File: config.mk
export PLATFORM = sky130hd
export DESIGN_NAME = three_class_strict_priority_queue
export DESIGN_NICKNAME = d
export VERILOG_FILES = /design/src/rtl/tcspq_pkg.sv /design/src/rtl/tcspq_ctrl.sv /design/src/rtl/tcspq_dp.sv /design/src/rtl/three_class_strict_priority_queue.sv
export SDC_FILE = /design/constraint.sdc
export NUM_CORES = 2
export LEC_CHECK = 0
export BUFFER_PORTS_ARGS = -buffer_cell sky130_fd_sc_hd__clkbuf_2
export CAP_MARGIN = 15
export CORE_ASPECT_RATIO = 1.4
export CORE_UTILIZATION = 30
export DETAILED_ROUTE_END_ITERATION = 12
export GPL_ROUTABILITY_DRIVEN = 0
export PLACE_DENSITY = 0.52
export SYNTH_ARGS = -nofsm -noshare
export SYNTH_HDL_FRONTEND = slang
export SYNTH_SLANG_ARGS = --single-unit
File: constraint.sdc
create_clock -name clk -period 6.3 [get_ports clk]
set_input_delay 0.315 -clock clk [delete_from_list [all_inputs] [get_ports clk]]
set_output_delay 0.315 -clock clk [all_outputs]
set_load 0.005 [all_outputs]
File: src/rtl/tcspq_pkg.sv
package tcspq_pkg;

  localparam int ID_W  = 32;
  localparam int AGE_W = 8;
  localparam int CLS_W = 2;
  localparam int ST_W  = 3;

  localparam logic OP_ENQ = 1'b0;
  localparam logic OP_DEQ = 1'b1;

  localparam logic [ST_W-1:0] ST_ENQUEUED = 3'd0;
  localparam logic [ST_W-1:0] ST_SERVED   = 3'd1;
  localparam logic [ST_W-1:0] ST_EMPTY    = 3'd2;
  localparam logic [ST_W-1:0] ST_BADCLASS = 3'd3;
  localparam logic [ST_W-1:0] ST_FULL     = 3'd4;

  typedef struct packed {
    logic             op;
    logic [ID_W-1:0]  patient_id;
    logic [AGE_W-1:0] patient_age;
    logic [CLS_W-1:0] priority_class;
  } in_item_t;

  typedef struct packed {
    logic [ST_W-1:0]  status;
    logic [ID_W-1:0]  served_id;
    logic [AGE_W-1:0] served_age;
    logic [CLS_W-1:0] served_class;
  } out_item_t;

  typedef struct packed {
    logic [ID_W-1:0]  id;
    logic [AGE_W-1:0] age;
  } entry_t;

  // controller -> datapath
  typedef struct packed {
    logic capture;
    logic commit;
    logic load_read;
  } cmd_t;

  // datapath -> controller
  typedef struct packed {
    logic out_free;
    logic served;
  } stat_t;

endpackage

File: src/rtl/tcspq_ctrl.sv
module tcspq_ctrl (
  input  logic           clk,
  input  logic           rst_n,
  input  logic           in_valid,
  output logic           in_ready,
  input  tcspq_pkg::stat_t stat,
  output tcspq_pkg::cmd_t  cmd
);
  import tcspq_pkg::*;

  typedef enum logic [2:0] {
    S_IDLE = 3'b001,
    S_EXEC = 3'b010,
    S_READ = 3'b100
  } state_t;

  state_t state_r, state_nxt;

  always_comb begin
    state_nxt     = state_r;
    in_ready      = 1'b0;
    cmd.capture   = 1'b0;
    cmd.commit    = 1'b0;
    cmd.load_read = 1'b0;
    unique case (state_r)
      S_IDLE: begin
        in_ready = 1'b1;
        if (in_valid) begin
          cmd.capture = 1'b1;
          state_nxt   = S_EXEC;
        end
      end
      S_EXEC: begin
        if (stat.out_free) begin
          cmd.commit = 1'b1;
          state_nxt  = stat.served ? S_READ : S_IDLE;
        end
      end
      S_READ: begin
        cmd.load_read = 1'b1;
        state_nxt     = S_IDLE;
      end
      default: state_nxt = S_IDLE;
    endcase
  end

  always_ff @(posedge clk) begin
    if (!rst_n) begin
      state_r <= S_IDLE;
    end else begin
      state_r <= state_nxt;
    end
  end

  a_read_after_exec: assert property (@(posedge clk) disable iff (!rst_n)
    state_r == S_READ |-> $past(state_r == S_EXEC))
    else $error("read state not entered from exec");

  a_commit_needs_slot: assert property (@(posedge clk) disable iff (!rst_n)
    cmd.commit |-> stat.out_free)
    else $error("commit while output register occupied");

endmodule

File: src/rtl/tcspq_dp.sv
module tcspq_dp #(
  parameter int QUEUE_DEPTH = 16,
  parameter int NUM_CLASSES = 3
) (
  input  logic                 clk,
  input  logic                 rst_n,
  input  tcspq_pkg::in_item_t  in_data,
  input  tcspq_pkg::cmd_t      cmd,
  output tcspq_pkg::stat_t     stat,
  output logic                 out_valid,
  input  logic                 out_ready,
  output tcspq_pkg::out_item_t out_data
);
  import tcspq_pkg::*;

  localparam int DEPTH = NUM_CLASSES * QUEUE_DEPTH;
  localparam int AW    = $clog2(DEPTH);
  localparam int PW    = $clog2(QUEUE_DEPTH);
  localparam int FW    = $clog2(QUEUE_DEPTH + 1);
  localparam int CW    = $clog2(NUM_CLASSES);

  in_item_t  item_r;
  logic [PW-1:0] head_r [NUM_CLASSES];
  logic [PW-1:0] tail_r [NUM_CLASSES];
  logic [FW-1:0] cnt_r  [NUM_CLASSES];
  entry_t    mem_r [DEPTH];
  entry_t    rd_data_r;
  logic [CW-1:0] srv_cls_r;
  logic      out_valid_r;
  out_item_t out_data_r;

  logic          enq, bad, full, any, do_wr, do_rd;
  logic [CW-1:0] ecls, pick;
  logic [AW-1:0] wr_addr, rd_addr;
  logic [ST_W-1:0] res_status;

  function automatic logic [PW-1:0] nxt_ptr(input logic [PW-1:0] p);
    return (p == PW'(QUEUE_DEPTH - 1)) ? '0 : p + 1'b1;
  endfunction

  always_comb begin
    enq  = (item_r.op == OP_ENQ);
    bad  = 32'(item_r.priority_class) >= 32'(NUM_CLASSES);
    ecls = CW'(item_r.priority_class);
    full = bad ? 1'b0 : (cnt_r[ecls] == FW'(QUEUE_DEPTH));
    any  = 1'b0;
    pick = '0;
    for (int c = NUM_CLASSES - 1; c >= 0; c--) begin
      if (cnt_r[c] != '0) begin
        any  = 1'b1;
        pick = CW'(c);
      end
    end
    wr_addr = AW'(int'(ecls) * QUEUE_DEPTH) + AW'(tail_r[ecls]);
    rd_addr = AW'(int'(pick) * QUEUE_DEPTH) + AW'(head_r[pick]);
    do_wr   = cmd.commit && enq && !bad && !full;
    do_rd   = cmd.commit && !enq && any;
    if (!enq) begin
      res_status = ST_EMPTY;
    end else if (bad) begin
      res_status = ST_BADCLASS;
    end else if (full) begin
      res_status = ST_FULL;
    end else begin
      res_status = ST_ENQUEUED;
    end
  end

  assign stat.out_free = !out_valid_r || out_ready;
  assign stat.served   = !enq && any;
  assign out_valid     = out_valid_r;
  assign out_data      = out_data_r;

  always_ff @(posedge clk) begin
    if (cmd.capture) begin
      item_r <= in_data;
    end
  end

  always_ff @(posedge clk) begin
    if (!rst_n) begin
      for (int c = 0; c < NUM_CLASSES; c++) begin
        head_r[c] <= '0;
        tail_r[c] <= '0;
        cnt_r[c]  <= '0;
      end
    end else if (do_wr) begin
      tail_r[ecls] <= nxt_ptr(tail_r[ecls]);
      cnt_r[ecls]  <= cnt_r[ecls] + 1'b1;
    end else if (do_rd) begin
      head_r[pick] <= nxt_ptr(head_r[pick]);
      cnt_r[pick]  <= cnt_r[pick] - 1'b1;
    end
  end

  always_ff @(posedge clk) begin
    if (do_wr) begin
      mem_r[wr_addr] <= '{id: item_r.patient_id, age: item_r.patient_age};
    end
    if (do_rd) begin
      rd_data_r <= mem_r[rd_addr];
      srv_cls_r <= pick;
    end
  end

  always_ff @(posedge clk) begin
    if (!rst_n) begin
      out_valid_r <= 1'b0;
    end else if ((cmd.commit && !stat.served) || cmd.load_read) begin
      out_valid_r <= 1'b1;
    end else if (out_ready) begin
      out_valid_r <= 1'b0;
    end
  end

  always_ff @(posedge clk) begin
    if (cmd.commit && !stat.served) begin
      out_data_r <= '{status: res_status, served_id: '0, served_age: '0, served_class: '0};
    end else if (cmd.load_read) begin
      out_data_r <= '{status: ST_SERVED, served_id: rd_data_r.id,
                      served_age: rd_data_r.age, served_class: CLS_W'(srv_cls_r)};
    end
  end

  a_read_follows_serve: assert property (@(posedge clk) disable iff (!rst_n)
    cmd.commit && stat.served |=> cmd.load_read)
    else $error("read data not loaded after served dequeue");

  a_load_into_empty: assert property (@(posedge clk) disable iff (!rst_n)
    cmd.load_read |-> !out_valid_r)
    else $error("read data loaded over pending item");

  a_count_bound: assert property (@(posedge clk) disable iff (!rst_n)
    cnt_r[pick] <= FW'(QUEUE_DEPTH) && (!do_wr || cnt_r[ecls] < FW'(QUEUE_DEPTH)))
    else $error("fill count above queue depth");

endmodule

File: src/rtl/three_class_strict_priority_queue.sv
// Channel  Ports                           Accepted when
// input    in_valid, in_ready, in_data     in_valid && in_ready
// result   out_valid, out_ready, out_data  out_valid && out_ready
//
// One item at a time: an enqueue or empty dequeue goes through idle and exec, a
// served dequeue also through read (loading the registered entry memory read).
// The next item is taken while the previous result waits in the output register.
// A new result waits in the exec state until the output register is free.
// Reset (rst_n low, synchronous) empties all class queues; memory is not cleared.
module three_class_strict_priority_queue #(
  parameter int QUEUE_DEPTH = 16,
  parameter int NUM_CLASSES = 3
) (
  input  logic                 clk,
  input  logic                 rst_n,
  input  logic                 in_valid,
  output logic                 in_ready,
  input  tcspq_pkg::in_item_t  in_data,
  output logic                 out_valid,
  input  logic                 out_ready,
  output tcspq_pkg::out_item_t out_data
);
  import tcspq_pkg::*;

  cmd_t  cmd;
  stat_t stat;

  tcspq_ctrl u_ctrl (
    .clk      (clk),
    .rst_n    (rst_n),
    .in_valid (in_valid),
    .in_ready (in_ready),
    .stat     (stat),
    .cmd      (cmd)
  );

  tcspq_dp #(
    .QUEUE_DEPTH (QUEUE_DEPTH),
    .NUM_CLASSES (NUM_CLASSES)
  ) u_dp (
    .clk       (clk),
    .rst_n     (rst_n),
    .in_data   (in_data),
    .cmd       (cmd),
    .stat      (stat),
    .out_valid (out_valid),
    .out_ready (out_ready),
    .out_data  (out_data)
  );

endmodule

==> run_results.csv <==
group,metric,value,unit
global_routing,grt_pass1_vias,48584,
finish,layout_common_cells,"2,056 x edfxtp_1, 1,211 x nand2_1, 293 x nand3_1",
global_routing,grt_overflow,0,
cts,cts-resized-gates,0,
synth,async_flop_share,0,%
power_and_ir_drop,swShare,22.6,%
power_and_ir_drop,p_leak,30.0,nW
detailed_routing,vias,49260,
sta,finalSetupViolations,0,
placement,dpl-instance-area,86600,um^2
synth,synth_area_leaders,"edfxtp_1 76%, nand2_1 5.6%, mux2i_1 2.0%, nand3_1 1.8%, nor2_1 1.2%",
sta,fmax,199,MHz
finish,finalNonFillerCells,9357,
detailed_routing,first_pass_iters,5,
cts,cts_hold_buf,47,
sta,max-slew-margin-rel,14.5,%
synth,synth_largest_area_cell,"edfxtp_1",
finish,seqCellArea,62700,um^2
global_routing,grtUsageTotal,19.1,%
synth,synth-seq-area-share,77.6,%
placement,io_buffers,93,
synth,muxShareOfSynthArea,2.84,%
finish,utilization,34.8,%
cts,clk_pin_slew_worst_paths,60,ps
detailed_routing,wire_per_inst,28.5,um
synth,synth-adder-area-share,0.0774,%
synth,yosys.area.top_type_share,76.4,%
synth,synth_edf_count,2056,
synth,synthCells,5490,
detailed_routing,viasPerCell,5.26,
synth,synth_xor_area_share,0.0867,%
synth,yosysUniqueCellTypes,69,
synth,synth.avg_cell_area,14.7,um^2
power_and_ir_drop,pwr-share-seq,53.7,%
power_and_ir_drop,power,28.8,mW
sta,post-route-period-util,79.9,%
placement,dp.cells,8951,
sta,holdWs,143,ps
die,die_h,616,um
sta,finalSetupTns,0,ps
global_routing,grt_max_degree,141,
run_status,outcome,"complete, no violations",
setup_path,cp.required,6830,ps
power_and_ir_drop,vdd_drop_max,216,uV
finish,layout_commonest_cell,"edfxtp_1",
global_routing,grt_pass1_wl,371,mm
sta,timing.final.crit_period,5040,ps
setup_path,path_buf_inv,3,
cts,clkSinkCount,2104,
power_and_ir_drop,p_switching,6.51,mW
detailed_routing,drc,0,
cts,cts_buffers,200,
global_routing,antenna_found_initial,12,
placement,dp.final_hpwl,150,mm
die,start_util,30.2,%
finish,nFillCells,25767,
cts,cts.htree.levels,4,
setup_path,crit_family,"simple AND/OR/NAND/NOR gates",
die,io-pin-count,94,
cts,insertion_delay,910,ps
sta,tightest_slew,1280,ps
power_and_ir_drop,power_density,310,nW/um^2
cts,cts_tree,"built",
synth,ys_ff_latch,2104,
power_and_ir_drop,p_int,22.3,mW
cts,cts_root_buffer,"clkbuf_16",
placement,place_ws,1300,ps
die,fp-row-count,225,
detailed_routing,ant_nets,0,
sta,finalHoldViolations,0,
synth,synthFlopType,"edfxtp_1",
finish,final_area,93200,um^2
setup_path,cp_max_fo,140,
power_and_ir_drop,pwr-share-clk,40.6,%
die,die_area,272000,um^2
detailed_routing,drt_wl_total,266,mm
cts,cts_buffer_depth,4,
cts,cts_setup_buffers,0,
synth,synth_area,80800,um^2
power_and_ir_drop,power_frac_comb,5.7,%
synth,synth_compound_area_share,6.66,%
sta,setup_slack,1260,ps
finish,area_delta_synth_final,15.3,%
synth,ys_warn_count,0,
sta,skew,110,ps
synth,synth_top_family_by_area,"simple AND/OR/NAND/NOR gates",
hold_path,hp-class,"in -> reg",
setup_path,criticalPathCategory,"reg -> reg",
setup_path,slowest_stage,"nor2_4",
finish,final_layout_size_suffix_gt1_share,11.7,%
run,drv_cap,0,
setup_path,critPathMaxStageDelay,970,ps
setup_path,cp-start-kind,"flip-flop",
die,die_w,441,um
detailed_routing,first_iter_violations,5218,
synth,synthSimpleGateAreaFrac,10.7,%
finish,multiInputGateArea,17000,um^2
sta,slew_viol_final,0,
setup_path,crit_chain,"or4_4, nor4_4, nor2_2, o22ai_4, inv_16, nor2_4, buf_12, buf_12, nand3_1, nand4_1, and3b_1, nand4_1",
setup_path,cp-end-kind,"flip-flop",
finish,finalNetCount,5735,
sta,rsz0062_at_grt,"no",
die,design.core.area,268000,um^2
setup_path,critPathArrivalTime,5570,ps
-- sequential cells by signal (all words and copies together), names as in the netlist, 2 cells and up, named ones only --
register	flops
u_dp.cnt_r	20
u_dp.srv_cls_r	2
u_dp.out_data	45
u_dp.ecls	2
u_dp.tail_r	16
u_dp.rd_data_r	40
u_dp.head_r	12
u_dp.mem_r	1920
u_dp.item_r	41
u_ctrl.state_r	3
-- layout make-up --
| cell class | count | share of cell area (%) |
|---|---|---|
| Sequential cell | 2104 | 67.3 |
| Timing Repair Buffer | 331 | 3.07 |
| Inverter | 19 | 0.102 |
| Clock buffer | 254 | 5.67 |
| Tap cell | 3518 | 4.72 |
| Multi-Input combinational cell | 3027 | 18.2 |
| Antenna cell | 5 | 0.0134 |
| Clock inverter | 99 | 0.898 |
-- layer usage --
layer | track usage, % | vias up | part of all wire [%] | routed length [um]
met2 | 33.9 | 1851 | 51 | 136000
met1 | 23.2 | 25668 | 38 | 102000
met3 | 2.15 | 497 | 5.6 | 14900
met4 | 8.55 | 2 | 4.9 | 13000
li1 | - | 21242 | - | -
met5 | 0 | - | 0.0049 | 13
-- logic make-up after synthesis --
| group | after synthesis |
|---|---|
| AOI/OAI and AO/OA | 769 |
| xor gates and xnor gates | 8 |
| adders and majority gates | 5 |
| buffers and inverters | 367 |
| DFF | 2104 |
| muxes | 213 |
| other | 1 |
| and+or+nand+nor | 2023 |
-- worst reg2reg max path, stage by stage, from the launching register on --
cell and delay (ps):
edfxtp_1 440, or4_4 600, nor4_4 510, nor2_2 160, o22ai_4 610, inv_16 360, nor2_4 1020, buf_12 300
buf_12 230, nand3_1 150, nand4_1 110, and3b_1 170, nand4_1 70
-- Yosys cell counts, types with 19 or more instances --
library cell	number
o21ai_0	92
o21ai_1	19
a32oi_1	100
mux2_2	42
buf_4	21
nand3_1	293
mux2i_1	162
o221ai_1	40
edfxtp_1	2056
nand4_1	107
a21oi_1	157
nand2_1	1214
buf_1	28
clkbuf_1	174
and3_1	21
a31oi_1	104
nor2_1	263
a221oi_1	22
dfxtp_1	48
and3b_1	20
o22ai_1	35
a32o_1	34
buf_2	120
a22o_1	59
nor3_1	43
o2111ai_1	40
-- power by group through the flow --
| stage | logic [mW] | clock network, mW | registers, mW |
|---|---|---|---|
| finish | 1.65 | 11.7 | 15.5 |
| global route | 1.77 | 12.4 | 15.5 |
| CTS | 1.66 | 11.9 | 15.5 |
| detailed placement | 1.63 | 0 | 15.8 |
| global placement | 1.61 | 0 | 15.8 |
| floorplan | 0.866 | 0 | 15.9 |
-- worst paths after layout --
kind | cells past startpoint | start | slack (ps) | endpoint
worst max register to register | 12 | u_dp.cnt_r[1][4] | 1260 | u_dp.rd_data_r[25]
worst max-delay path | 12 | u_dp.cnt_r[1][4] | 1260 | u_dp.rd_data_r[25]
worst min register to register | 1 | u_dp.out_data[20] | 480 | u_dp.out_data[20]
worst min-delay path | 2 | in_data[3] | 140 | u_dp.item_r[3]
Note: power is estimated with default switching activity, not from simulation.
